## src/design/rbt_pkg.sv

```systemverilog
// Package: types, codes, reset values and jitter arithmetic for the back-off timer
`timescale 1ns / 1ps

package rbt_pkg;

  localparam int TimeW  = 32;
  localparam int CountW = 16;
  localparam int JitW   = 13;
  localparam int WideW  = 36;
  localparam int ProdW  = JitW + TimeW + 1;
  localparam int AddrW  = 4;

  localparam logic [TimeW-1:0]  TIME_MAX  = '1;
  localparam logic [CountW-1:0] COUNT_MAX = '1;

  // register map, word index taken from paddr[3:2]
  localparam logic [1:0] REG_INITIAL_TIMEOUT = 2'd0;
  localparam logic [1:0] REG_MAX_TIMEOUT     = 2'd1;
  localparam logic [1:0] REG_MAX_COUNT       = 2'd2;
  localparam logic [1:0] REG_MAX_DURATION    = 2'd3;

  localparam logic [TimeW-1:0]  RST_INITIAL_TIMEOUT = 32'd1;
  localparam logic [TimeW-1:0]  RST_MAX_TIMEOUT     = 32'd30;
  localparam logic [CountW-1:0] RST_MAX_COUNT       = 16'd10;
  localparam logic [TimeW-1:0]  RST_MAX_DURATION    = 32'd0;

  localparam logic REQ_FIRST = 1'b0;
  localparam logic REQ_RETRY = 1'b1;

  localparam logic [1:0] CAUSE_NONE     = 2'd0;
  localparam logic [1:0] CAUSE_COUNT    = 2'd1;
  localparam logic [1:0] CAUSE_DURATION = 2'd2;

  typedef struct packed {
    logic [TimeW-1:0]  initial_timeout;
    logic [TimeW-1:0]  max_timeout;
    logic [CountW-1:0] max_count;
    logic [TimeW-1:0]  max_duration;
  } cfg_t;

  typedef struct packed {
    logic [TimeW-1:0]  cur_timeout;
    logic [TimeW-1:0]  total_elapsed;
    logic [CountW-1:0] send_count;
  } state_t;

  typedef struct packed {
    logic       scheduled;
    logic [1:0] give_up_cause;
    state_t     state;
  } result_t;

  // (j * base) / 2^15, rounded toward zero
  function automatic logic signed [WideW-1:0] jitter_term(
      input logic signed [JitW-1:0] j, input logic [TimeW-1:0] base);
    logic signed [ProdW-1:0] prod;
    logic signed [ProdW-1:0] adj;
    prod = $signed({1'b0, base}) * j;
    adj  = prod[ProdW-1] ? prod + ProdW'(32767) : prod;
    return {{(WideW - (ProdW - 15)){adj[ProdW-1]}}, adj[ProdW-1:15]};
  endfunction

endpackage

```

## src/design/rbt_cfg.sv

```systemverilog
// APB-style configuration register file for the back-off timer
`timescale 1ns / 1ps

module rbt_cfg
  import rbt_pkg::*;
(
  input  logic             clk,
  input  logic             rst,
  input  logic             psel,
  input  logic             penable,
  input  logic             pwrite,
  input  logic [AddrW-1:0] paddr,
  input  logic [31:0]      pwdata,
  output logic [31:0]      prdata,
  output logic             pready,
  output cfg_t             cfg
);

  logic wr_en;

  assign pready = 1'b1;
  assign wr_en  = psel && penable && pwrite;

  always_ff @(posedge clk) begin
    if (rst) begin
      cfg.initial_timeout <= RST_INITIAL_TIMEOUT;
      cfg.max_timeout     <= RST_MAX_TIMEOUT;
      cfg.max_count       <= RST_MAX_COUNT;
      cfg.max_duration    <= RST_MAX_DURATION;
    end else if (wr_en) begin
      unique case (paddr[3:2])
        REG_INITIAL_TIMEOUT: cfg.initial_timeout <= pwdata;
        REG_MAX_TIMEOUT:     cfg.max_timeout     <= pwdata;
        REG_MAX_COUNT:       cfg.max_count       <= pwdata[CountW-1:0];
        REG_MAX_DURATION:    cfg.max_duration    <= pwdata;
        default: ;
      endcase
    end
  end

  always_comb begin
    unique case (paddr[3:2])
      REG_INITIAL_TIMEOUT: prdata = cfg.initial_timeout;
      REG_MAX_TIMEOUT:     prdata = cfg.max_timeout;
      REG_MAX_COUNT:       prdata = {{(32 - CountW){1'b0}}, cfg.max_count};
      REG_MAX_DURATION:    prdata = cfg.max_duration;
      default:             prdata = '0;
    endcase
  end

endmodule

```

## src/design/rbt_calc.sv

```systemverilog
// Timeout computation and limit checks for one request
`timescale 1ns / 1ps

module rbt_calc
  import rbt_pkg::*;
(
  input  cfg_t                   cfg,
  input  state_t                 state,
  input  logic                   req_type,
  input  logic signed [JitW-1:0] jitter_base,
  input  logic signed [JitW-1:0] jitter_cap,
  output result_t                result
);

  logic                    retry;
  logic [TimeW-1:0]        base;
  logic signed [WideW-1:0] base_val;
  logic signed [WideW-1:0] rt_base;
  logic signed [WideW-1:0] rt_cap;
  logic signed [WideW-1:0] rt;
  logic [TimeW-1:0]        nrt;
  logic [TimeW:0]          dur_sum;
  logic [TimeW-1:0]        total_sat;
  logic                    count_hit;
  logic                    dur_hit;

  assign retry = (req_type == REQ_RETRY);
  assign base  = retry ? state.cur_timeout : cfg.initial_timeout;

  always_comb begin
    // a retry doubles the previous timeout
    base_val = retry ? $signed({3'b000, state.cur_timeout, 1'b0})
                     : $signed({4'b0000, cfg.initial_timeout});
    rt_base  = base_val + jitter_term(jitter_base, base);
    rt_cap   = $signed({4'b0000, cfg.max_timeout}) + jitter_term(jitter_cap, cfg.max_timeout);
    if ((cfg.max_timeout != '0) && (rt_base > $signed({4'b0000, cfg.max_timeout}))) begin
      rt = rt_cap;
    end else begin
      rt = rt_base;
    end
    if (rt[WideW-1]) begin
      nrt = '0;
    end else if (rt[WideW-2:TimeW] != '0) begin
      nrt = TIME_MAX;
    end else begin
      nrt = rt[TimeW-1:0];
    end
  end

  assign dur_sum   = {1'b0, state.total_elapsed} + {1'b0, nrt};
  assign total_sat = dur_sum[TimeW] ? TIME_MAX : dur_sum[TimeW-1:0];
  assign count_hit = (cfg.max_count != '0) && (state.send_count >= cfg.max_count);
  assign dur_hit   = (cfg.max_duration != '0) && (dur_sum > {1'b0, cfg.max_duration});

  always_comb begin
    result.state         = state;
    result.scheduled     = 1'b1;
    result.give_up_cause = CAUSE_NONE;
    if (!retry) begin
      result.state.cur_timeout   = nrt;
      result.state.total_elapsed = nrt;
      result.state.send_count    = CountW'(1);
    end else if (count_hit) begin
      // give up, hold state
      result.scheduled     = 1'b0;
      result.give_up_cause = CAUSE_COUNT;
    end else if (dur_hit) begin
      result.scheduled     = 1'b0;
      result.give_up_cause = CAUSE_DURATION;
    end else begin
      result.state.cur_timeout   = nrt;
      result.state.total_elapsed = total_sat;
      if (state.send_count != COUNT_MAX) begin
        result.state.send_count = state.send_count + CountW'(1);
      end
    end
  end

endmodule

```

## src/design/retransmit_backoff_timer.sv

```systemverilog
// Top level: request register, back-off computation, state and result register
//
//   channel  | handshake              | payload
//   ---------+------------------------+-------------------------------------------
//   in       | in_valid / in_stall    | req_type, jitter_base, jitter_cap
//   out      | out_valid / out_stall  | scheduled, give_up_cause, timeout, attempts
//   cfg      | psel/penable/pready    | paddr, pwrite, pwdata, prdata
//
// One request per cycle unless the output stalls; results load from the request register.
// The timeout state is read and written in the single compute stage, so each
// request sees the outcome of the one before it without any wait.
// Reset (synchronous) clears the state to zero and loads the register defaults.
// An output stall holds the result register and a full request register behind it.
`timescale 1ns / 1ps

module retransmit_backoff_timer
  import rbt_pkg::*;
(
  input  logic                   clk,
  input  logic                   rst,
  input  logic                   in_valid,
  output logic                   in_stall,
  input  logic                   req_type,
  input  logic signed [JitW-1:0] jitter_base,
  input  logic signed [JitW-1:0] jitter_cap,
  output logic                   out_valid,
  input  logic                   out_stall,
  output logic                   scheduled,
  output logic [1:0]             give_up_cause,
  output logic [TimeW-1:0]       timeout,
  output logic [CountW-1:0]      attempts,
  input  logic                   psel,
  input  logic                   penable,
  input  logic                   pwrite,
  input  logic [AddrW-1:0]       paddr,
  input  logic [31:0]            pwdata,
  output logic [31:0]            prdata,
  output logic                   pready
);

  cfg_t                   cfg;
  state_t                 state;
  result_t                result;
  logic                   stage_valid;
  logic                   stage_type;
  logic signed [JitW-1:0] stage_jb;
  logic signed [JitW-1:0] stage_jc;
  logic                   advance;
  logic                   load_in;
  logic                   fire;

  rbt_cfg u_cfg (
    .clk     (clk),
    .rst     (rst),
    .psel    (psel),
    .penable (penable),
    .pwrite  (pwrite),
    .paddr   (paddr),
    .pwdata  (pwdata),
    .prdata  (prdata),
    .pready  (pready),
    .cfg     (cfg)
  );

  rbt_calc u_calc (
    .cfg         (cfg),
    .state       (state),
    .req_type    (stage_type),
    .jitter_base (stage_jb),
    .jitter_cap  (stage_jc),
    .result      (result)
  );

  assign advance  = !out_valid || !out_stall;
  assign in_stall = stage_valid && !advance;
  assign load_in  = in_valid && !in_stall;
  assign fire     = stage_valid && advance;

  always_ff @(posedge clk) begin
    if (rst) begin
      stage_valid <= 1'b0;
    end else if (load_in) begin
      stage_valid <= 1'b1;
    end else if (advance) begin
      stage_valid <= 1'b0;
    end
  end

  always_ff @(posedge clk) begin
    if (load_in) begin
      stage_type <= req_type;
      stage_jb   <= jitter_base;
      stage_jc   <= jitter_cap;
    end
  end

  always_ff @(posedge clk) begin
    if (rst) begin
      state     <= '0;
      out_valid <= 1'b0;
    end else if (fire) begin
      state     <= result.state;
      out_valid <= 1'b1;
    end else if (advance) begin
      out_valid <= 1'b0;
    end
  end

  always_ff @(posedge clk) begin
    if (fire) begin
      scheduled     <= result.scheduled;
      give_up_cause <= result.give_up_cause;
      timeout       <= result.state.cur_timeout;
      attempts      <= result.state.send_count;
    end
  end

endmodule

```

## config.mk

```make
export PLATFORM = sky130hd
export DESIGN_NAME = retransmit_backoff_timer
export DESIGN_NICKNAME = d
export VERILOG_FILES = /design/src/design/rbt_pkg.sv /design/src/design/rbt_cfg.sv /design/src/design/rbt_calc.sv /design/src/design/retransmit_backoff_timer.sv
export SDC_FILE = /design/constraint.sdc
export NUM_CORES = 2
export LEC_CHECK = 0
export BUFFER_PORTS_ARGS = -buffer_cell sky130_fd_sc_hd__buf_2
export CAP_MARGIN = 20
export CELL_PAD_IN_SITES_DETAIL_PLACEMENT = 1
export CELL_PAD_IN_SITES_GLOBAL_PLACEMENT = 2
export CORE_MARGIN = 2
export CORE_UTILIZATION = 41
export DETAILED_ROUTE_END_ITERATION = 16
export MAX_ROUTING_LAYER = met4
export PLACE_DENSITY = 0.88
export SLEW_MARGIN = 25
export SYNTH_ARGS = -nofsm -noshare
export SYNTH_HDL_FRONTEND = slang
export SYNTH_HIERARCHICAL = 1
export SYNTH_SLANG_ARGS = --single-unit
```

## constraint.sdc

```tcl
create_clock -name clk -period 20.2 [get_ports clk]
set_input_delay 1.01 -clock clk [delete_from_list [all_inputs] [get_ports clk]]
set_output_delay 1.01 -clock clk [all_outputs]
set_load 0.02 [all_outputs]
```

==> summary.txt <==
port bufs: 152
Syn Nets: 6960
Gate Count Post-Synth: 5777
dpl ws: 0.04831 ns
Vias: 42380
Synth top area share: 0.2664
Die Span Y: 352.6 microns
top area cells in the synthesized netlist: fa_1, ha_1, dfxtp_1
vias per cell: 5.664
Worst R2R End: state[4]$_SDFFE_PP0P_
predominant post-synthesis flop cell: dfxtp_1
Final Skew: 0.03729 ns
CP arrival: 19.75 ns
worst r2r path cells: 73
Die ar.: 124300 sq um
minimum clock period after layout: 19.24 ns
synthesized area: 49830 sq um
Critical R2R Launch: stage_type$_DFFE_PP_
most frequent cells in the layout: nand2_1, inv_1, fa_1, ha_1, nand2b_1
Die Wd: 352.6 microns
Hold WC Path Type: reg -> reg
DR iter-0 viols: 2746
detailed placement HPWL: 142800 microns
Root Driver: clkbuf_16
Synth async-reset ratio: 0
Routed WL: 174300 microns
area of the multi-input gates: 39820 sq um
Worst path most repeated cell: fa_1
largest net degree at the start of global routing: 201
total gr overflow: 0
Synth area leader: fa_1
GRT Util Overall: 0.2871
final hold viol count: 0
worst slew pin tran: 1.040 ns
Fmax: 51.98 MHz
commonest non-fill, non-tap cell in the layout: nand2_1
Post-synth EDFFs: 78
CP peak stage delay: 0.56 ns
Setup-failing EPs final: 0
crit path capture: state[4]$_SDFFE_PP0P_
Startpoint Class: register
Worst IR Drop VDD: 0.00005062 V
post-layout util: 0.4493
vias in the first global route: 45650
CTS sink count: 272
CTS clk-pin slew, worst paths: 0.06 ns
fin area: 54050 sq um
synth unique cells: 103
Setup crit end kind: register
synth warn: 6
Setup TNS: 0 ns
Seq/Total Area, Yosys: 0.1250
CTS H-tree lvls: 2
crit path launch: stage_type$_DFFE_PP_
Max Slew Vio Count: 0
Fill cells: 14270
internal reg-to-reg setup slack: 0.96 ns
drt drc: 0
crit share post-route: 0.9523
storage element area: 6226 sq um
status: finished clean
Initial Utilization: 0.4142
# IOs: 156
Crit Path Class: reg -> reg
Max Cap Viol: 0
hold_buf cts: 0
PnR worst setup slack: 0.9637 ns
peak fanout along the critical path: 35
layout cells sized above 1: 0.08259
CTS Buf Count: 36
Synth Register Bits: 272
Avg Inst Size Synth: 8.625 sq um
Crit path required time: 20.71 ns
Lkg Pwr: 24.72 nW
initial antenna violation count: 13
Nets: 7015
first-pass GRT wire length: 272400 microns
Max-slew headroom: 0.3060
Detail Route Antenna Nets: 0
Max clock buf depth: 3
worst skew pair latency: 0.61 ns
placed inst area: 52470 sq um
Area Growth Syn to Fin: 8.470%
CTS tree: built
TritonRoute pass-1 iters: 8
CP max stage cell: fa_1
PD cells: 63.84 nW/um^2
core area: 120300 sq um
row count: 127
Avg WL per Cell: 23.29 microns
Final GP Congestion: 0.9581
## critical path: cells and delay by family (launching register included)
family          cells  cell delay (ns)
xor+xnor            5             1.06
buf+inv             6             1.02
flops               1             0.45
mux                 3             1.03
fa+ha+maj          11             4.48
compound gates     27             6.01
simple gates       21             5.03
## metrics by stage
| step | total power [mW] | hold WS, ns | instances |
|---|---|---|---|
| 3_5_place_dp | 2.687 | 0.4848 | 7403 |
| 3_3_place_gp | 2.624 | 0.4618 | 7402 |
| 5_1_grt | 3.695 | 0.5174 | 7482 |
| 4_1_cts | 3.449 | 0.4934 | 7469 |
| 6_report | 3.450 | 0.4894 | 7483 |
| 2_1_floorplan | 2.017 | 0.4522 | 5777 |
## where the power goes
group | switching (mW) | internal [mW] | leakage (nW)
combinational | 1.31 | 0.791 | 21.8
sequential | 0.0283 | 0.587 | 2.31
clock | 0.299 | 0.437 | 0.652
## cell usage after synthesis, drive strengths merged, types with 73 or more instances
cell,count
nand2,825
a21o,86
a21oi,206
inv,678
fa,663
xor2,73
ha,450
mux2i,215
clkbuf,239
and2,324
nand2b,324
nand3,82
o21ai,177
dfxtp,194
nor2,233
edfxtp,78
xnor2,127
## registers in the layout (all words and copies together), names as in the netlist
name           flops
stage_type         1
stage_jc          13
out_valid          1
stage_jb          13
give_up_cause      2
state             80
timeout           32
u_cfg/cfg        112
stage_valid        1
scheduled          1
attempts          16
## layout make-up
type	instances	area share
multi-input cells	4526	0.7367
flip-flops and latches	272	0.1152
inverters	678	0.04718
repair buffers	318	0.03838
well taps	1612	0.03732
clock buffers	52	0.02026
clock inverters	14	0.004468
diodes	11	0.0005093
## cells by family (layout without fill, tap and decap cells)
logic type,Yosys count,after routing,synth area share
other cells,1,12,0.00007526
compound gates,851,851,0.1152
buf+inv,979,1062,0.08005
mux,235,235,0.05165
flops,272,272,0.1250
simple gates,2126,2126,0.2135
xor+xnor,200,200,0.03516
fa+ha+maj,1113,1113,0.3794
## how the worst min path moves through the flow
stage,from,endpoint,slack [ns],cells past startpoint
after floorplan,stage_valid$_SDFFE_PP0P_,out_valid$_SDFFE_PP0P_,0.45,2
after global placement,u_cfg/cfg[66]$_SDFFE_PP0P_,u_cfg/cfg[66]$_SDFFE_PP0P_,0.46,2
after detailed placement,state[56]$_SDFFE_PP0P_,state[56]$_SDFFE_PP0P_,0.48,2
after CTS,state[56]$_SDFFE_PP0P_,state[56]$_SDFFE_PP0P_,0.49,2
after global routing,state[57]$_SDFFE_PP0P_,state[57]$_SDFFE_PP0P_,0.52,2
final,state[44]$_SDFFE_PP0P_,state[44]$_SDFFE_PP0P_,0.49,2
## repair_timing
action / 4_1_cts / 5_1_grt
gates resized for setup: 6 / 47
pin swaps: 0 / 2
setup buffers: 0 / 1
endpoints found under the setup margin: 31 / 130
cloned: 0 / 0
## metal layers
layer | GRT usage | wire length (microns)
met2 | 0.4738 | 83860
met3 | 0.02810 | 7844
met1 | 0.3732 | 77060
met4 | 0.08598 | 5491
met5 | - | 0
Power figures use the tool's default switching activity.
